$ cat config.mk
export PLATFORM = sky130hd
export DESIGN_NAME = fraction_sum_reducer
export DESIGN_NICKNAME = d
export VERILOG_FILES = /design/src/rtl/fsr_pkg.sv /design/src/rtl/fraction_sum_reducer.sv /design/src/rtl/fsr_divider.sv /design/src/rtl/fsr_datapath.sv /design/src/rtl/fsr_control.sv
export VERILOG_INCLUDE_DIRS = /design/src /design/src/rtl
export SDC_FILE = /design/constraint.sdc
export NUM_CORES = 2
export LEC_CHECK = 0
export BUFFER_PORTS_ARGS = -buffer_cell sky130_fd_sc_hd__clkbuf_2
export CORE_MARGIN = 5
export CORE_UTILIZATION = 65
export DETAILED_ROUTE_END_ITERATION = 12
export GPL_TIMING_DRIVEN = 0
export PLACE_DENSITY = 0.82
export SLEW_MARGIN = 25
export SYNTH_ARGS = -nofsm -noshare
export SYNTH_HDL_FRONTEND = slang
export SYNTH_HIERARCHICAL = 1
export SYNTH_SLANG_ARGS = --single-unit
export TNS_END_PERCENT = 100
$ cat constraint.sdc
create_clock -name clock -period 31.4 [get_ports clock]
set_clock_uncertainty 0.15 [all_clocks]
set_input_delay 1.57 -clock clock [delete_from_list [all_inputs] [get_ports clock]]
set_output_delay 1.57 -clock clock [all_outputs]
set_load 0.05 [all_outputs]
$ cat src/rtl/fraction_sum_reducer_macros.svh
// Assertion macros for the fraction sum reducer
`ifndef FRACTION_SUM_REDUCER_MACROS_SVH
`define FRACTION_SUM_REDUCER_MACROS_SVH
`ifndef SYNTH
`define FSR_ASSERT_IMPL(label, clk, rst, prop) \
   label: assert property (@(posedge clk) disable iff (rst) prop) else $error("label");
`define FSR_ASSERT_NEXT(label, clk, rst, pre, post) \
   label: assert property (@(posedge clk) disable iff (rst) (pre) |=> (post)) else $error("label");
`else
`define FSR_ASSERT_IMPL(label, clk, rst, prop)
`define FSR_ASSERT_NEXT(label, clk, rst, pre, post)
`endif
`endif

$ cat src/rtl/fsr_pkg.sv
// ----------------------------------------------------------------------------
// fsr_pkg
// Shared types and constants of the fraction sum reducer.
// ----------------------------------------------------------------------------
package fsr_pkg;
   localparam int DATA_WIDTH_DEF = 32;
   localparam int FIELD_WIDTH = 32;

   localparam logic [1:0] STATUS_OK       = 2'd0;
   localparam logic [1:0] STATUS_OVERFLOW = 2'd1;
   localparam logic [1:0] STATUS_ZERO     = 2'd2;

   typedef struct packed {
      logic load;
      logic mul_a;
      logic mul_b;
      logic mul_c;
      logic add_num;
      logic gcd_init;
      logic div_start;
      logic [1:0] div_sel;
      logic gcd_step;
      logic den_div_done;
      logic num_div_done;
      logic zero_mark;
      logic fix_sign;
      logic clear;
   } cmd_type;

   typedef struct packed {
      logic div_busy;
      logic gcd_b_zero;
      logic gcd_a_zero;
      logic den_zero;
      logic last;
   } stat_type;

   localparam logic [1:0] DSEL_GCD = 2'd0;
   localparam logic [1:0] DSEL_DEN = 2'd1;
   localparam logic [1:0] DSEL_NUM = 2'd2;
endpackage

$ cat src/rtl/fraction_sum_reducer.sv
// ----------------------------------------------------------------------------
// fraction_sum_reducer
// Running sum of signed fractions, reduced by gcd, emitted on the last term.
// ----------------------------------------------------------------------------
// Each request runs through load, multiply, add and checks, one divider pass
// per Euclid step, and two more such passes for the reduction (skipped when
// the gcd is zero), all on one shared bit-serial divider; a last term then
// waits in the output register until taken. Status: 0 ok, 1 overflow seen,
// 2 zero gcd or denominator seen.
`include "fraction_sum_reducer_macros.svh"
module fraction_sum_reducer import fsr_pkg::*; #(
   parameter int DATA_WIDTH = DATA_WIDTH_DEF
) (
   input  logic        clock,
   input  logic        reset,
   input  logic        req_tvalid,
   output logic        req_tready,
   input  logic [63:0] req_tdata,  // numerator, denominator
   input  logic        req_tlast,  // last_term
   output logic        rsp_tvalid,
   input  logic        rsp_tready,
   output logic [71:0] rsp_tdata   // sum_numerator, sum_denominator, status, zero fill
);
   cmd_type  cmd;
   stat_type stat;
   logic [FIELD_WIDTH-1:0] out_num, out_den;
   logic [1:0] out_status;

   fsr_control u_ctrl (
      .clock(clock), .reset(reset),
      .req_valid(req_tvalid), .req_ready(req_tready),
      .rsp_valid(rsp_tvalid), .rsp_ready(rsp_tready),
      .cmd(cmd), .stat(stat)
   );

   fsr_datapath #(.DATA_WIDTH(DATA_WIDTH)) u_dp (
      .clock(clock), .reset(reset), .cmd(cmd), .stat(stat),
      .in_num(req_tdata[31:0]), .in_den(req_tdata[63:32]), .in_last(req_tlast),
      .out_num(out_num), .out_den(out_den), .out_status(out_status)
   );

   assign rsp_tdata = {6'd0, out_status, out_den, out_num};

   `FSR_ASSERT_IMPL(a_no_accept_while_out, clock, reset, !(req_tready && rsp_tvalid))
   `FSR_ASSERT_NEXT(a_out_clears, clock, reset, rsp_tvalid && rsp_tready, !rsp_tvalid)
   `FSR_ASSERT_NEXT(a_accept_busy, clock, reset, req_tvalid && req_tready, !req_tready)
endmodule

$ cat src/rtl/fsr_divider.sv
// ----------------------------------------------------------------------------
// fsr_divider
// Radix-2 restoring magnitude divider, one quotient bit per cycle.
// ----------------------------------------------------------------------------
module fsr_divider import fsr_pkg::*; #(
   parameter int DATA_WIDTH = DATA_WIDTH_DEF
) (
   input  logic                  clock,
   input  logic                  reset,
   input  logic                  start,
   input  logic [DATA_WIDTH-1:0] dividend,
   input  logic [DATA_WIDTH-1:0] divisor,
   output logic                  busy,
   output logic [DATA_WIDTH-1:0] quotient,
   output logic [DATA_WIDTH-1:0] remainder
);
   localparam int CW = $clog2(DATA_WIDTH + 1);
   logic [DATA_WIDTH-1:0] q_ff, q_in, r_ff, r_in, d_ff, d_in;
   logic [CW-1:0] cnt_ff, cnt_in;
   logic busy_ff, busy_in;
   logic [DATA_WIDTH:0] trial, shifted;

   always_comb begin
      q_in = q_ff; r_in = r_ff; d_in = d_ff; cnt_in = cnt_ff; busy_in = busy_ff;
      shifted = {r_ff, q_ff[DATA_WIDTH-1]};
      trial = shifted - {1'b0, d_ff};
      if (start) begin
         q_in = dividend; r_in = '0; d_in = divisor;
         cnt_in = CW'(DATA_WIDTH); busy_in = 1'b1;
      end else if (busy_ff) begin
         if (!trial[DATA_WIDTH]) begin
            r_in = trial[DATA_WIDTH-1:0];
            q_in = {q_ff[DATA_WIDTH-2:0], 1'b1};
         end else begin
            r_in = shifted[DATA_WIDTH-1:0];
            q_in = {q_ff[DATA_WIDTH-2:0], 1'b0};
         end
         cnt_in = cnt_ff - 1'b1;
         if (cnt_ff == CW'(1)) busy_in = 1'b0;
      end
   end

   always_ff @(posedge clock) begin
      if (reset) begin
         busy_ff <= 1'b0; cnt_ff <= '0;
      end else begin
         busy_ff <= busy_in; cnt_ff <= cnt_in;
      end
      q_ff <= q_in; r_ff <= r_in; d_ff <= d_in;
   end

   assign busy = busy_ff;
   assign quotient = q_ff;
   assign remainder = r_ff;
endmodule

$ cat src/rtl/fsr_datapath.sv
// ----------------------------------------------------------------------------
// fsr_datapath
// Accumulator registers, shared multiplier, adder, Euclid and division logic.
// ----------------------------------------------------------------------------
module fsr_datapath import fsr_pkg::*; #(
   parameter int DATA_WIDTH = DATA_WIDTH_DEF
) (
   input  logic                   clock,
   input  logic                   reset,
   input  cmd_type                cmd,
   output stat_type               stat,
   input  logic [FIELD_WIDTH-1:0] in_num,
   input  logic [FIELD_WIDTH-1:0] in_den,
   input  logic                   in_last,
   output logic [FIELD_WIDTH-1:0] out_num,
   output logic [FIELD_WIDTH-1:0] out_den,
   output logic [1:0]             out_status
);
   localparam int W = DATA_WIDTH;
   logic [W-1:0] num_ff, num_in, den_ff, den_in;
   logic [W-1:0] acc_num_ff, acc_num_in, acc_den_ff, acc_den_in;
   logic [W-1:0] term_ff, term_in, ga_ff, ga_in, gb_ff, gb_in;
   logic [1:0] err_ff, err_in;
   logic last_ff, last_in;
   logic [W-1:0] mx, my, mag_x, mag_y, mp_lo;
   logic [2*W-1:0] mp;
   logic m_neg, m_ovf;
   logic [W-1:0] sum;
   logic [W-1:0] dv_a, dv_b, dv_q, dv_r, q_signed, r_signed, neg_num, neg_den;
   logic dv_busy, q_neg, q_ovf;
   logic [W-1:0] min_val;

   function automatic logic [W-1:0] absv(input logic [W-1:0] v);
      absv = v[W-1] ? (~v + 1'b1) : v;
   endfunction

   function automatic logic [W-1:0] sext(input logic [FIELD_WIDTH-1:0] v);
      logic [W+FIELD_WIDTH-1:0] t;
      t = {{W{v[FIELD_WIDTH-1]}}, v};
      sext = t[W-1:0];
   endfunction

   assign min_val = {1'b1, {(W-1){1'b0}}};

   always_comb begin
      mx = num_ff; my = acc_den_ff;
      if (cmd.mul_b) begin mx = acc_den_ff; my = den_ff; end
      if (cmd.mul_c) begin mx = acc_num_ff; my = den_ff; end
   end
   assign mag_x = absv(mx);
   assign mag_y = absv(my);
   assign mp = {{W{1'b0}}, mag_x} * {{W{1'b0}}, mag_y};
   assign m_neg = (mx[W-1] != my[W-1]) && (mp != '0);
   assign mp_lo = m_neg ? (~mp[W-1:0] + 1'b1) : mp[W-1:0];
   assign m_ovf = (mp[2*W-1:W] != '0) ||
                  (mp[W-1] && !(m_neg && mp[W-2:0] == '0));

   assign sum = acc_num_ff + term_ff;

   always_comb begin
      dv_a = ga_ff; dv_b = gb_ff;
      case (cmd.div_sel)
         DSEL_GCD: begin dv_a = ga_ff; dv_b = gb_ff; end
         DSEL_DEN: begin dv_a = acc_den_ff; dv_b = ga_ff; end
         DSEL_NUM: begin dv_a = acc_num_ff; dv_b = ga_ff; end
         default:  begin dv_a = ga_ff; dv_b = gb_ff; end
      endcase
   end

   fsr_divider #(.DATA_WIDTH(W)) u_div (
      .clock(clock), .reset(reset), .start(cmd.div_start),
      .dividend(absv(dv_a)), .divisor(absv(dv_b)),
      .busy(dv_busy), .quotient(dv_q), .remainder(dv_r)
   );

   assign r_signed = dv_a[W-1] ? (~dv_r + 1'b1) : dv_r;
   assign q_neg = (dv_a[W-1] != dv_b[W-1]) && (dv_q != '0);
   assign q_signed = q_neg ? (~dv_q + 1'b1) : dv_q;
   assign q_ovf = dv_q[W-1] && !(q_neg && dv_q[W-2:0] == '0);
   assign neg_num = ~acc_num_ff + 1'b1;
   assign neg_den = ~acc_den_ff + 1'b1;

   always_comb begin
      num_in = num_ff; den_in = den_ff; last_in = last_ff;
      acc_num_in = acc_num_ff; acc_den_in = acc_den_ff; term_in = term_ff;
      ga_in = ga_ff; gb_in = gb_ff; err_in = err_ff;
      if (cmd.load) begin
         num_in = sext(in_num); den_in = sext(in_den); last_in = in_last;
      end
      if (cmd.mul_a) begin term_in = mp_lo; if (m_ovf) err_in[0] = 1'b1; end
      if (cmd.mul_b) begin acc_den_in = mp_lo; if (m_ovf) err_in[0] = 1'b1; end
      if (cmd.mul_c) begin acc_num_in = mp_lo; if (m_ovf) err_in[0] = 1'b1; end
      if (cmd.add_num) begin
         acc_num_in = sum;
         if (acc_num_ff[W-1] == term_ff[W-1] && sum[W-1] != acc_num_ff[W-1])
            err_in[0] = 1'b1;
      end
      if (cmd.gcd_init) begin ga_in = acc_num_ff; gb_in = acc_den_ff; end
      if (cmd.gcd_step) begin ga_in = gb_ff; gb_in = r_signed; end
      if (cmd.den_div_done) begin
         acc_den_in = q_signed; if (q_ovf) err_in[0] = 1'b1;
      end
      if (cmd.num_div_done) begin
         acc_num_in = q_signed; if (q_ovf) err_in[0] = 1'b1;
      end
      if (cmd.zero_mark) err_in[1] = 1'b1;
      if (cmd.fix_sign && acc_den_ff[W-1]) begin
         if (acc_den_ff == min_val || acc_num_ff == min_val) err_in[0] = 1'b1;
         acc_num_in = neg_num; acc_den_in = neg_den;
      end
      if (cmd.clear) begin
         acc_num_in = '0; acc_den_in = {{(W-1){1'b0}}, 1'b1}; err_in = '0;
      end
   end

   always_ff @(posedge clock) begin
      if (reset) begin
         acc_num_ff <= '0;
         acc_den_ff <= {{(W-1){1'b0}}, 1'b1};
         err_ff <= '0;
      end else begin
         acc_num_ff <= acc_num_in; acc_den_ff <= acc_den_in; err_ff <= err_in;
      end
      num_ff <= num_in; den_ff <= den_in; last_ff <= last_in;
      term_ff <= term_in; ga_ff <= ga_in; gb_ff <= gb_in;
   end

   assign stat.div_busy = dv_busy;
   assign stat.gcd_b_zero = (gb_ff == '0);
   assign stat.gcd_a_zero = (ga_ff == '0);
   assign stat.den_zero = (acc_den_ff == '0);
   assign stat.last = last_ff;

   assign out_num = FIELD_WIDTH'(signed'(acc_num_ff));
   assign out_den = FIELD_WIDTH'(signed'(acc_den_ff));
   assign out_status = err_ff[1] ? STATUS_ZERO : (err_ff[0] ? STATUS_OVERFLOW : STATUS_OK);
endmodule

$ cat src/rtl/fsr_control.sv
// ----------------------------------------------------------------------------
// fsr_control
// Sequencer for multiply, add, Euclid loop, reduction and result hand-off.
// ----------------------------------------------------------------------------
module fsr_control import fsr_pkg::*; (
   input  logic     clock,
   input  logic     reset,
   input  logic     req_valid,
   output logic     req_ready,
   output logic     rsp_valid,
   input  logic     rsp_ready,
   output cmd_type  cmd,
   input  stat_type stat
);
   typedef enum logic [13:0] {
      S_IDLE  = 14'b00000000000001,
      S_MULA  = 14'b00000000000010,
      S_MULB  = 14'b00000000000100,
      S_MULC  = 14'b00000000001000,
      S_ADD   = 14'b00000000010000,
      S_GINIT = 14'b00000000100000,
      S_GTEST = 14'b00000001000000,
      S_GWAIT = 14'b00000010000000,
      S_DSTRT = 14'b00000100000000,
      S_DWAIT = 14'b00001000000000,
      S_NSTRT = 14'b00010000000000,
      S_NWAIT = 14'b00100000000000,
      S_CHECK = 14'b01000000000000,
      S_OUT   = 14'b10000000000000
   } state_type;

   state_type state_ff, state_in;
   logic first_ff, first_in;

   always_comb begin
      state_in = state_ff; first_in = 1'b0;
      cmd = '0;
      req_ready = 1'b0; rsp_valid = 1'b0;
      case (state_ff)
         S_IDLE: begin
            req_ready = 1'b1;
            if (req_valid) begin cmd.load = 1'b1; state_in = S_MULA; end
         end
         S_MULA: begin cmd.mul_a = 1'b1; state_in = S_MULB; end
         S_MULB: begin cmd.mul_b = 1'b1; state_in = S_MULC; end
         S_MULC: begin cmd.mul_c = 1'b1; state_in = S_ADD; end
         S_ADD: begin cmd.add_num = 1'b1; state_in = S_GINIT; end
         S_GINIT: begin cmd.gcd_init = 1'b1; state_in = S_GTEST; end
         S_GTEST: begin
            if (!stat.gcd_b_zero) begin
               cmd.div_start = 1'b1; cmd.div_sel = DSEL_GCD;
               first_in = 1'b1; state_in = S_GWAIT;
            end else if (stat.gcd_a_zero) begin
               cmd.zero_mark = 1'b1; state_in = S_CHECK;
            end else begin
               state_in = S_DSTRT;
            end
         end
         S_GWAIT: begin
            cmd.div_sel = DSEL_GCD;
            if (!stat.div_busy && !first_ff) begin
               cmd.gcd_step = 1'b1; state_in = S_GTEST;
            end
         end
         S_DSTRT: begin
            cmd.div_start = 1'b1; cmd.div_sel = DSEL_DEN;
            first_in = 1'b1; state_in = S_DWAIT;
         end
         S_DWAIT: begin
            cmd.div_sel = DSEL_DEN;
            if (!stat.div_busy && !first_ff) begin
               cmd.den_div_done = 1'b1; state_in = S_NSTRT;
            end
         end
         S_NSTRT: begin
            cmd.div_start = 1'b1; cmd.div_sel = DSEL_NUM;
            first_in = 1'b1; state_in = S_NWAIT;
         end
         S_NWAIT: begin
            cmd.div_sel = DSEL_NUM;
            if (!stat.div_busy && !first_ff) begin
               cmd.num_div_done = 1'b1; state_in = S_CHECK;
            end
         end
         S_CHECK: begin
            if (stat.den_zero) cmd.zero_mark = 1'b1;
            if (stat.last) begin cmd.fix_sign = 1'b1; state_in = S_OUT; end
            else state_in = S_IDLE;
         end
         S_OUT: begin
            rsp_valid = 1'b1;
            if (rsp_ready) begin cmd.clear = 1'b1; state_in = S_IDLE; end
         end
         default: state_in = S_IDLE;
      endcase
   end

   always_ff @(posedge clock) begin
      if (reset) begin
         state_ff <= S_IDLE; first_ff <= 1'b0;
      end else begin
         state_ff <= state_in; first_ff <= first_in;
      end
   end
endmodule
==> key figures <==
Power
  • Register share of total power: 22.9%
  • Power Density: 38.7 mW/mm2
  • NetSw: 1.24 mW
  • Combinational Power Share: 57.0%
  • Switching Fraction: 50.9%
  • Final Power: 2.43 mW
  • Internal cell power: 1.19 mW
  • Clock power share: 20.1%
  • VDD IR-drop max: 0.0565 mV
  • Leak Pwr: 25.0 nW

STA
  • Fmax: 48.1 MHz
  • Worst-Margin Slew: 1.34 ns
  • Final Max Slew Viols: 0
  • Tcrit/Tclk final: 66.2%
  • Final setup viols: 0
  • Min Clock Period, post-route: 20.78 ns
  • Hold Violations, Final: 0
  • Worst rel slew slack: 10.2%
  • Setup tns final: 0 ns
  • RSZ-0062 raised after global routing: no
  • WHS: 0.354 ns

Placement
  • Port bufs: 136
  • Placed Cells: 8109
  • Post-DP HPWL: 195000 um
  • Routability cong.: 1.14

Global routing
  • First-pass GRT wire length: 348000 um
  • GR Util met2: 66.3%
  • Initial antenna violation count: 22
  • Gr ovfl total: 0
  • Met3 track demand over resource: 25.7%
  • Total GRT Usage: 48.4%
  • Gr busiest metal: met2
  • Number of global-route vias before repair: 54800
  • Pin count of the biggest net entering global routing: 65
  • Met1 GRT Util: 60.8%

Clocking
  • Clk sinks: 345
  • Post-CTS Setup Inserts: 0
  • Post-CTS Resized: 0
  • Clk slew on worst S/H paths: 0.06 ns
  • Clock Latency Late Sink: 0.57 ns
  • TritonCTS buffer count: 37
  • Hold-fix buffers, CTS: 0
  • Root Driver: clkbuf_16
  • Clk buf depth: 3
  • H-tree Lvls: 2
  • CTS tree: yes

Logic synthesis
  • Number of synthesized flops with an enable pin: 225
  • Count of cell types in the netlist: 119
  • Flops & latches, synth: 345
  • Ys flop type: edfxtp_1
  • Sequential area share after synthesis: 15.6%
  • Post-synthesis area per instance: 8.68 um2
  • Asr flop ratio synth: 0%
  • Mapped Cells: 6778
  • Synth warnings: 6
  • Syn Std Cell Area: 0.0588 mm2

Worst setup path
  • Worst stage delay on the critical path: 0.80 ns
  • Worst setup SP type: flop
  • Critical path peak fanout: 10
  • Critical-path top delay cell: buf_1
  • Crit path DAT: 21.01 ns
  • WS Path Type: reg2reg
  • CP Capture Type: flop
  • CP most frequent cell: fa_1
  • Critical Path RT: 31.62 ns

Cells and area
  • Post-route insts no fill: 8193
  • Layout cells sized above 1: 7.07%
  • Fin util: 69.9%
  • Fin nets: 8278
  • Fill count: 7195
  • Layout area overhead: 6.84%

Die
  • CORE AREA: 0.0899 mm2
  • Die Height: 311 um
  • Ports: 143
  • Initial core utilization: 65.4%
  • Die area: 0.0966 mm2
  • FP Rows: 110
  • Die width: 311 um

Job
  • MaxCap Viol Count: 0

Detailed routing
  • Vias/cell: 6.81
  • Routed via count: 55800
  • Drt drc: 0
  • Initial DRC count: 9523
  • Drt pass-1 iters: 7
  • Routed wire length: 241000 um
  • DR WL/cell: 29.4 um
  • Antenna-violating nets left: 0

Min path
  • Min-delay worst type: reg2reg

Run status
  • Status: finished, final reports clean
sequential cells by signal (all words and copies together) (netlist names):
register              flops
u_dp/last_ff              1
u_dp/term_ff             32
u_dp/ga_ff               32
u_ctrl/state_ff          14
u_dp/out_num             32
u_dp/gb_ff               32
u_dp/num_ff              32
u_dp/u_div/quotient      32
u_dp/u_div/cnt_ff         6
u_dp/den_ff              32
u_ctrl/first_ff           1
u_dp/out_den             32
u_dp/u_div/remainder     32
u_dp/u_div/d_ff          32
u_dp/u_div/busy           1
u_dp/err_ff               2
placed cells by master, fill, tap and decap left out, types with 25 or more instances in the layout:
cell type  instances
a211oi_1          39
inv_1            827
dfxtp_1          120
a22oi_1           45
xor2_1           147
ha_1             339
o21ai_1           31
nand3_1           55
a221oi_1          34
or2_2             29
fa_1             898
a31oi_1           49
nor2_1           964
xnor2_1          196
nand4_1           50
edfxtp_1         225
o31ai_1           47
mux2_2            70
o211ai_1          25
a21o_1            55
o21ai_0          213
clkbuf_1         317
nor3_1           150
or3_1             36
mux2i_1          113
a21oi_1          347
and2_1            27
nor4_1            45
nand2b_1          57
o21a_1            29
buf_2             31
clkbuf_2         147
clkbuf_16         39
and3_1            32
nand2_1          711
path summary, 6_finish.rpt:
kind,start,to,slack (ns),cells after the start
max reg2reg,u_ctrl/state_ff[9]$_SDFFE_PP0P_,u_dp/out_den[20]$_SDFFE_PP0P_,10.62,55
max,u_ctrl/state_ff[9]$_SDFFE_PP0P_,u_dp/out_den[20]$_SDFFE_PP0P_,10.62,55
min reg2reg,u_dp/err_ff[1]$_SDFFE_PP0P_,u_dp/err_ff[1]$_SDFFE_PP0P_,0.35,2
min,u_dp/err_ff[1]$_SDFFE_PP0P_,u_dp/err_ff[1]$_SDFFE_PP0P_,0.35,2
per-stage QoR:
stage,setup slack [ns],instance area [um2]
after detailed placement,11.78,61400
final,10.62,62800
after global placement,10.65,61000
after global routing,10.48,62800
after CTS,11.68,62700
after floorplan,16.92,58800
power by group through the flow:
stage / sequential [mW] / combinational, mW / clock [mW]
after floorplan: 0.544 / 0.748 / 0
after global placement: 0.562 / 1.24 / 0
after detailed placement: 0.560 / 1.27 / 0
after CTS: 0.551 / 1.28 / 0.484
after global routing: 0.555 / 1.41 / 0.506
final: 0.556 / 1.39 / 0.488
cell usage after synthesis (15+ instances only):
| cell type | n | area (um2) |
|---|---|---|
| ha_1 | 339 | 4240 |
| or2_2 | 30 | 188 |
| mux2i_1 | 113 | 1130 |
| o21a_1 | 29 | 218 |
| a221oi_1 | 34 | 298 |
| xnor2_1 | 211 | 1850 |
| a21o_1 | 55 | 413 |
| nand3_1 | 55 | 275 |
| nor4_1 | 45 | 282 |
| a211oi_1 | 40 | 300 |
| dfxtp_1 | 120 | 2400 |
| or3_1 | 36 | 225 |
| and3_1 | 32 | 200 |
| or4_1 | 16 | 120 |
| nand2_1 | 712 | 2670 |
| fa_1 | 898 | 18000 |
| and2_1 | 28 | 175 |
| o21ai_1 | 32 | 160 |
| a22oi_1 | 45 | 338 |
| nand4_1 | 50 | 313 |
| xor2_1 | 165 | 1450 |
| a21oi_1 | 347 | 1740 |
| a31oi_1 | 49 | 307 |
| o31ai_1 | 48 | 360 |
| nand2b_1 | 57 | 357 |
| mux2_2 | 70 | 788 |
| nor2_1 | 965 | 3620 |
| buf_1 | 21 | 78.8 |
| nor4b_1 | 16 | 140 |
| edfxtp_1 | 225 | 6760 |
| clkbuf_1 | 319 | 1200 |
| o21ai_0 | 214 | 1070 |
| nor3_1 | 151 | 756 |
| buf_4 | 15 | 113 |
| nor2b_1 | 23 | 144 |
| inv_1 | 827 | 3100 |
| buf_2 | 31 | 155 |
| o211ai_1 | 25 | 188 |
routing by layer:
metal | vias to the layer above | routed length, um
met5 | - | 370
met4 | 24 | 19300
met3 | 1216 | 44700
met2 | 4968 | 93700
met1 | 26900 | 82500
li1 | 22700 | -
cell families (layout without fill, tap and decap cells):
family,after synthesis,count (layout),synth area share [%]
AOI/OAI and AO/OA,1106,1106,12.1
xor gates and xnor gates,377,377,5.63
adders and majority gates,1237,1237,37.8
buffers and inverters,1226,1443,8.12
DFF,345,345,15.6
muxes,186,186,3.34
other,1,23,0.00638
and+or+nand+nor,2300,2300,17.5
final cells by class:
class,count,area [um2],area share (%)
Inverter,828,3110,4.95
Clock inverter,21,279,0.444
Antenna cell,17,42.5,0.0677
Sequential cell,345,9160,14.6
Timing Repair Buffer,150,875,1.39
Buffer,398,1680,2.67
Clock buffer,46,1020,1.63
Tap cell,1176,1470,2.34
Multi-Input combinational cell,5212,45200,71.9
worst max-delay path, delay by kind of cell, from the launching register on:
| family | cells | cell delay, ns |
|---|---|---|
| simple gates | 14 | 4.60 |
| compound gates | 12 | 3.29 |
| xor+xnor | 2 | 1.38 |
| buf+inv | 17 | 5.82 |
| fa+ha+maj | 10 | 4.99 |
| flops | 1 | 0.30 |
Note: power is estimated with default switching activity, not from simulation.
